<file path="src/rtl/core/hcfp_pkg.sv">
// ----------------------------------------------------------------------------
// hcfp_pkg
// Shared types and constants for the host command frame parser.
// ----------------------------------------------------------------------------
package hcfp_pkg;

  // Frame layout: start, mode, six velocity bytes, checksum
  localparam int unsigned FrameLength  = 9;
  localparam int unsigned PayloadBytes = 7;
  localparam int unsigned PosWidth     = 4;

  // Position codes: hunting, then count of frame bytes taken
  localparam logic [PosWidth-1:0] PosHunt  = PosWidth'(0);
  localparam logic [PosWidth-1:0] PosCheck = PosWidth'(FrameLength - 1);

  localparam logic [7:0] StartByteReset = 8'hA5;

  typedef logic [7:0] byte_t;

  // Decoded frame from the deframer to the result stage
  typedef struct packed {
    logic               good;
    byte_t              mode;
    logic signed [15:0] vel_x;
    logic signed [15:0] vel_y;
    logic signed [15:0] yaw;
  } hcfp_frame_t;

endpackage

</file>
<file path="src/rtl/core/hcfp_deframer.sv">
// ----------------------------------------------------------------------------
// hcfp_deframer
// Hunts for the start byte, collects the payload, checks the additive sum.
// ----------------------------------------------------------------------------
module hcfp_deframer import hcfp_pkg::*; (
  input  logic        clk_i,
  input  logic        rst_ni,
  input  logic        byte_take_i,
  input  byte_t       byte_i,
  input  byte_t       start_byte_i,
  output hcfp_frame_t frame_o
);

  logic [PosWidth-1:0] pos_q, pos_d;
  byte_t               sum_q, sum_d;
  byte_t               payload_q [PayloadBytes];

  logic in_payload;
  assign in_payload = (pos_q != PosHunt) && (pos_q != PosCheck);

  always_comb begin
    pos_d = pos_q;
    sum_d = sum_q;
    if (byte_take_i) begin
      if (pos_q == PosHunt) begin
        if (byte_i == start_byte_i) begin
          pos_d = PosWidth'(1);
          sum_d = byte_i;
        end
      end else if (in_payload) begin
        pos_d = pos_q + PosWidth'(1);
        sum_d = sum_q + byte_i;
      end else begin
        pos_d = PosHunt;
      end
    end
  end

  always_ff @(posedge clk_i or negedge rst_ni) begin
    if (!rst_ni) begin
      pos_q <= PosHunt;
      sum_q <= '0;
    end else begin
      pos_q <= pos_d;
      sum_q <= sum_d;
    end
  end

  // payload shift line, oldest word (mode) ends up at index 0
  always_ff @(posedge clk_i) begin
    if (byte_take_i && in_payload) begin
      for (int i = 0; i < PayloadBytes - 1; i++) begin
        payload_q[i] <= payload_q[i+1];
      end
      payload_q[PayloadBytes-1] <= byte_i;
    end
  end

  always_comb begin
    frame_o.good  = byte_take_i && (pos_q == PosCheck) && (byte_i == sum_q);
    frame_o.mode  = payload_q[0];
    frame_o.vel_x = {payload_q[2], payload_q[1]};
    frame_o.vel_y = {payload_q[4], payload_q[3]};
    frame_o.yaw   = {payload_q[6], payload_q[5]};
  end

  a_pos_range: assert property (@(posedge clk_i) disable iff (!rst_ni)
    pos_q <= PosCheck)
    else $error("frame position out of range");

  a_check_ends_frame: assert property (@(posedge clk_i) disable iff (!rst_ni)
    (byte_take_i && pos_q == PosCheck) |=> pos_q == PosHunt)
    else $error("checksum word did not end the frame");

  a_good_only_at_check: assert property (@(posedge clk_i) disable iff (!rst_ni)
    frame_o.good |-> (pos_q == PosCheck) && byte_take_i)
    else $error("frame flagged good outside checksum slot");

endmodule

</file>
<file path="src/rtl/core/host_command_frame_parser_core.sv">
// ----------------------------------------------------------------------------
// host_command_frame_parser_core
// Byte-stream deframer for nine-word host command frames.
// ----------------------------------------------------------------------------
// Takes one received word per cycle on rx_*; it is ready whenever the result
// register is empty or being drained, so a stalled output holds the link only
// while a finished frame is still waiting. Words before a start byte are
// dropped; a frame whose checksum word differs from the low byte of the sum
// of its first eight words is dropped silently. A good frame appears on out_*
// in the cycle after its checksum word is accepted, with frames_accepted_o
// counting good frames including itself (wraps). start_byte_i (reset 0xA5) is
// written through cfg_*, always ready, and applies from the next hunt.
module host_command_frame_parser_core import hcfp_pkg::*; (
  input  logic               clk_i,
  input  logic               rst_ni,
  // configuration
  input  logic               cfg_valid_i,
  output logic               cfg_ready_o,
  input  logic [7:0]         start_byte_i,
  // received words
  input  logic               rx_valid_i,
  output logic               rx_ready_o,
  input  logic [7:0]         rx_byte_i,
  // decoded frames
  output logic               out_valid_o,
  input  logic               out_ready_i,
  output logic [7:0]         mode_request_o,
  output logic signed [15:0] vel_x_o,
  output logic signed [15:0] vel_y_o,
  output logic signed [15:0] yaw_rate_o,
  output logic [31:0]        frames_accepted_o
);

  byte_t              start_q;
  logic               out_valid_q, out_valid_d;
  logic [31:0]        count_q;
  byte_t              mode_q;
  logic signed [15:0] vel_x_q, vel_y_q, yaw_q;
  hcfp_frame_t        frame;
  logic               rx_take;

  assign cfg_ready_o = 1'b1;
  assign rx_ready_o  = !out_valid_q || out_ready_i;
  assign rx_take     = rx_valid_i && rx_ready_o;

  hcfp_deframer u_deframer (
    .clk_i        (clk_i),
    .rst_ni       (rst_ni),
    .byte_take_i  (rx_take),
    .byte_i       (rx_byte_i),
    .start_byte_i (start_q),
    .frame_o      (frame)
  );

  always_comb begin
    out_valid_d = out_valid_q;
    if (out_ready_i) out_valid_d = 1'b0;
    if (frame.good)  out_valid_d = 1'b1;
  end

  always_ff @(posedge clk_i or negedge rst_ni) begin
    if (!rst_ni) begin
      start_q     <= StartByteReset;
      out_valid_q <= 1'b0;
      count_q     <= '0;
    end else begin
      if (cfg_valid_i) start_q <= start_byte_i;
      out_valid_q <= out_valid_d;
      if (frame.good) count_q <= count_q + 32'd1;
    end
  end

  always_ff @(posedge clk_i) begin
    if (frame.good) begin
      mode_q  <= frame.mode;
      vel_x_q <= frame.vel_x;
      vel_y_q <= frame.vel_y;
      yaw_q   <= frame.yaw;
    end
  end

  assign out_valid_o       = out_valid_q;
  assign mode_request_o    = mode_q;
  assign vel_x_o           = vel_x_q;
  assign vel_y_o           = vel_y_q;
  assign yaw_rate_o        = yaw_q;
  assign frames_accepted_o = count_q;

  a_good_needs_room: assert property (@(posedge clk_i) disable iff (!rst_ni)
    frame.good |-> (!out_valid_q || out_ready_i))
    else $error("good frame would overwrite an unread result");

  a_count_step: assert property (@(posedge clk_i) disable iff (!rst_ni)
    frame.good |=> count_q == $past(count_q) + 32'd1)
    else $error("frame count did not advance on a good frame");

  a_count_hold: assert property (@(posedge clk_i) disable iff (!rst_ni)
    !frame.good |=> $stable(count_q))
    else $error("frame count changed without a good frame");

  a_result_shown: assert property (@(posedge clk_i) disable iff (!rst_ni)
    frame.good |=> out_valid_q)
    else $error("good frame not presented");

endmodule
</file>
<file path="config.mk">
export PLATFORM = sky130hd
export DESIGN_NAME = host_command_frame_parser_core
export DESIGN_NICKNAME = d
export VERILOG_FILES = /design/src/rtl/core/hcfp_pkg.sv /design/src/rtl/core/hcfp_deframer.sv /design/src/rtl/core/host_command_frame_parser_core.sv
export SDC_FILE = /design/constraint.sdc
export NUM_CORES = 1
export LEC_CHECK = 0
export ABC_CLOCK_PERIOD_IN_PS = 9630
export BUFFER_PORTS_ARGS = -buffer_cell sky130_fd_sc_hd__buf_2
export CAP_MARGIN = 20
export CORE_MARGIN = 2
export CORE_UTILIZATION = 60
export DETAILED_ROUTE_END_ITERATION = 10
export HOLD_SLACK_MARGIN = 0.08
export PLACE_DENSITY = 0.85
export SETUP_SLACK_MARGIN = 0.3
export SYNTH_ARGS = -nofsm -noshare
export SYNTH_HDL_FRONTEND = slang
export SYNTH_SLANG_ARGS = --single-unit
</file>
<file path="constraint.sdc">
create_clock -name clk_i -period 9.63 [get_ports clk_i]
set_input_delay 1.4445 -clock clk_i [delete_from_list [all_inputs] [get_ports clk_i]]
set_output_delay 1.4445 -clock clk_i [all_outputs]
set_load 0.01 [all_outputs]
</file>
==> out/qor.csv <==
metric,value,unit
outcome,completed,
relSlewSlack,45.3,%
cts_buffer_depth,2,
critPathKind,in2reg,
ys_seq_area_share,72.3,%
setup_viol,0,
coreArea,10400,um2
place.gp.congestion,0.833,
cp_data_arrival_time,4.08,ns
critical-path-max-stage-delay,0.59,ns
via_per_inst,5.54,
synth_edf_count,112,
fill_cells,645,
synthMuxAreaShare,3.04,%
hp-class,reg2reg,
hold_buffers,0,
num_vias,3788,
ys_ff_latch,165,
post-route-min-period,3.63,ns
post_cts_buffers,0,
p_int,0.00135,W
grt_pass1_wl,18900,um
postCtsResizedCells,0,
pin_count,112,
die-width,108,um
grt_max_degree,60,
synth_top_area_share,51.8,%
yosys_most_used_dff,edfxtp_1,
antenna_found_initial,0,
wire_per_inst,17.4,um
synth_top_cell_by_area,edfxtp_1,
critPathRequiredTime,10.08,ns
ff_latch_area,4690,um2
ant_nets,0,
dieArea,11700,um2
ir_worst_vdd,0.000153,V
synth_compound_gate_area_share,3.51,%
synth-adder-area-share,2.24,%
synth_top_family_by_area,simple AND/OR/NAND/NOR gates,
final.setup_skew,0.00789,ns
grt_pass1_vias,3801,
fin_crit_sh,37.7,%
final_layout_size_suffix_gt1_share,33.0,%
synth_xor_xnor_area_share,5.80,%
worstPathCellList,"buf_2, ha_1, or4_4, nor4_4, nand4_4, nor4_1, xor2_1",
p_sw_share,26.4,%
port_buffers,110,
antenna_cells,0,
p_switching,0.000483,W
hold_viol,0,
crit_slowest_cell,nor4_1,
initial_core_util,62.3,%
grt_overflow_total,0,
syn_area,6490,um2
synthSimpleGateAreaFrac,11.3,%
cts_root_buffer,clkbuf_8,
synth_cell_types,52,
area_growth,19.1,%
numCtsBuffers,17,
avgSynthCellArea,15.8,um2
nNetsFinal,567,
drt_first_pass_iters,7,
dp_hpwl,7980,um
rsz0062_at_grt,no,
cp_max_fo,27,
cts_tree,built,
clkPwrFrac,33.7,%
synth_cells,412,
track_usage,21.8,%
drt_iter0_drc,247,
crit_path_start_kind,primary input,
cts.sinks,165,
drt-total-wl,11900,um
endpoint_kind,flip-flop,
multi_input_area,1690,um2
p_leak,3.24,nW
cts.clk_slew.worst_paths,0.06,ns
synth_common_cells,"112 x edfxtp_1, 49 x dfrtp_1, 30 x nand2_1, 23 x xor2_1, 20 x xnor2_1",
finalPower,0.00183,W
synth.area.top_cells,"edfxtp_1 52%, dfrtp_1 19%, xor2_1 3.1%",
pwr-share-comb,15.5,%
yosysWarningCount,0,
synth_nets,444,
slew_viol_final,0,
die_h,108,um
fin_setup_tns,0,ns
synth.most_common_cell,edfxtp_1,
cap_violations,0,
tightest_slew,0.819,ns
cts.htree.levels,4,
power.density,236,nW/um2
clock.fmax,0.276,GHz
synthArstFlopShare,32.1,%
pwr-share-seq,50.9,%
rows,37,
clk_latency,0.53,ns
drc_errors,0,
kinds of logic after synthesis:
group | after synthesis
multiplexers | 18
other | 1
buffers and inverters | 25
XOR/XNOR | 43
AO/OA/AOI/OAI | 36
AND/OR/NAND/NOR | 113
adder cells (fa/ha/maj) | 11
flip-flops | 165
per-stage QoR:
stage | std cells | utilization, % | cell area [um2] | hold slack [ns] | setup slack (ns)
final | 684 | 74.3 | 7740 | 0.421 | 6.00
after global routing | 684 | 74.3 | 7740 | 0.435 | 5.87
after CTS | 684 | 74.3 | 7740 | 0.424 | 6.04
after detailed placement | 652 | 69.0 | 7190 | 0.410 | 5.48
after global placement | 652 | 69.0 | 7190 | 0.402 | 5.59
after floorplan | 412 | - | 6490 | 0.400 | 5.00
routing by layer:
metal	global-route usage [%]	vias to the layer above	part of all wire, %
li1	-	1771	-
met1	27.3	1831	40
met2	36.3	160	51
met3	5.49	26	6.3
met4	9.89	0	2.3
met5	0	-	0
worst max-delay path, delay by kind of cell:
family,cells,cell delay [ns]
simple gates,4,1.88
xor+xnor,1,0.21
buf+inv,1,0.14
fa+ha+maj,1,0.40
path summary, 6_finish.rpt:
check	from	to	slack [ns]	depth (start not counted)
worst max-delay path	rx_byte_i[6]	frames_accepted_o[25]	6.00	7
worst min-delay path	u_deframer.payload_q[0][1]	mode_request_o[1]	0.42	0
worst max register to register	u_deframer.sum_q[6]	frames_accepted_o[25]	6.70	6
worst min register to register	u_deframer.payload_q[0][1]	mode_request_o[1]	0.42	0
max in group asynchronous	rst_ni	u_deframer.sum_q[1]	8.15	2
min in group asynchronous	rst_ni	u_deframer.pos_q[0]	1.03	2
cell usage in the layout (no fill, tap or decap), drive strengths merged, types with 2 or more instances in the layout:
| master | netlist | routed |
|---|---|---|
| nor3 | 9 | 9 |
| nor2b | 2 | 2 |
| edfxtp | 112 | 112 |
| ha | 10 | 10 |
| nand2b | 2 | 2 |
| o21a | 3 | 3 |
| nor2 | 14 | 14 |
| a21o | 2 | 2 |
| mux2i | 4 | 4 |
| nand3 | 11 | 11 |
| and3 | 3 | 3 |
| inv | 15 | 19 |
| nand2 | 30 | 30 |
| nand4 | 7 | 7 |
| or2 | 3 | 3 |
| xnor2 | 20 | 20 |
| dfrtp | 49 | 49 |
| clkinvlp | 0 | 5 |
| clkinv | 0 | 3 |
| o21ai | 16 | 16 |
| xor2 | 23 | 23 |
| dfstp | 4 | 4 |
| clkbuf | 4 | 19 |
| nor4 | 22 | 22 |
| a21oi | 3 | 3 |
| mux2 | 14 | 14 |
| and4 | 3 | 3 |
| buf | 6 | 114 |
| a211oi | 3 | 3 |
state kept, by name, indices dropped and copies added, names as in the netlist, 8 cells and up:
register	flops
u_deframer.payload_q	56
frames_accepted_o	32
vel_x_o	16
vel_y_o	16
yaw_rate_o	16
mode_request_o	8
start_q	8
u_deframer.sum_q	8
power by group through the flow:
stage	registers, W	logic, W	clock network (W)
after floorplan	0.000926	0.000217	0
after CTS	0.000932	0.000281	0.000626
after detailed placement	0.000945	0.000278	0
final	0.000931	0.000283	0.000616
after global routing	0.000942	0.000316	0.000652
after global placement	0.000933	0.000266	0
cell type report:
class | instances | share of cell area [%]
multi-input cells | 222 | 21.8
clock buffers | 19 | 5.45
inverters | 15 | 0.728
repair buffers | 114 | 7.50
well taps | 136 | 2.20
flip-flops and latches | 165 | 60.7
clock inverters | 13 | 1.60
(Power assumes the default switching activity.)
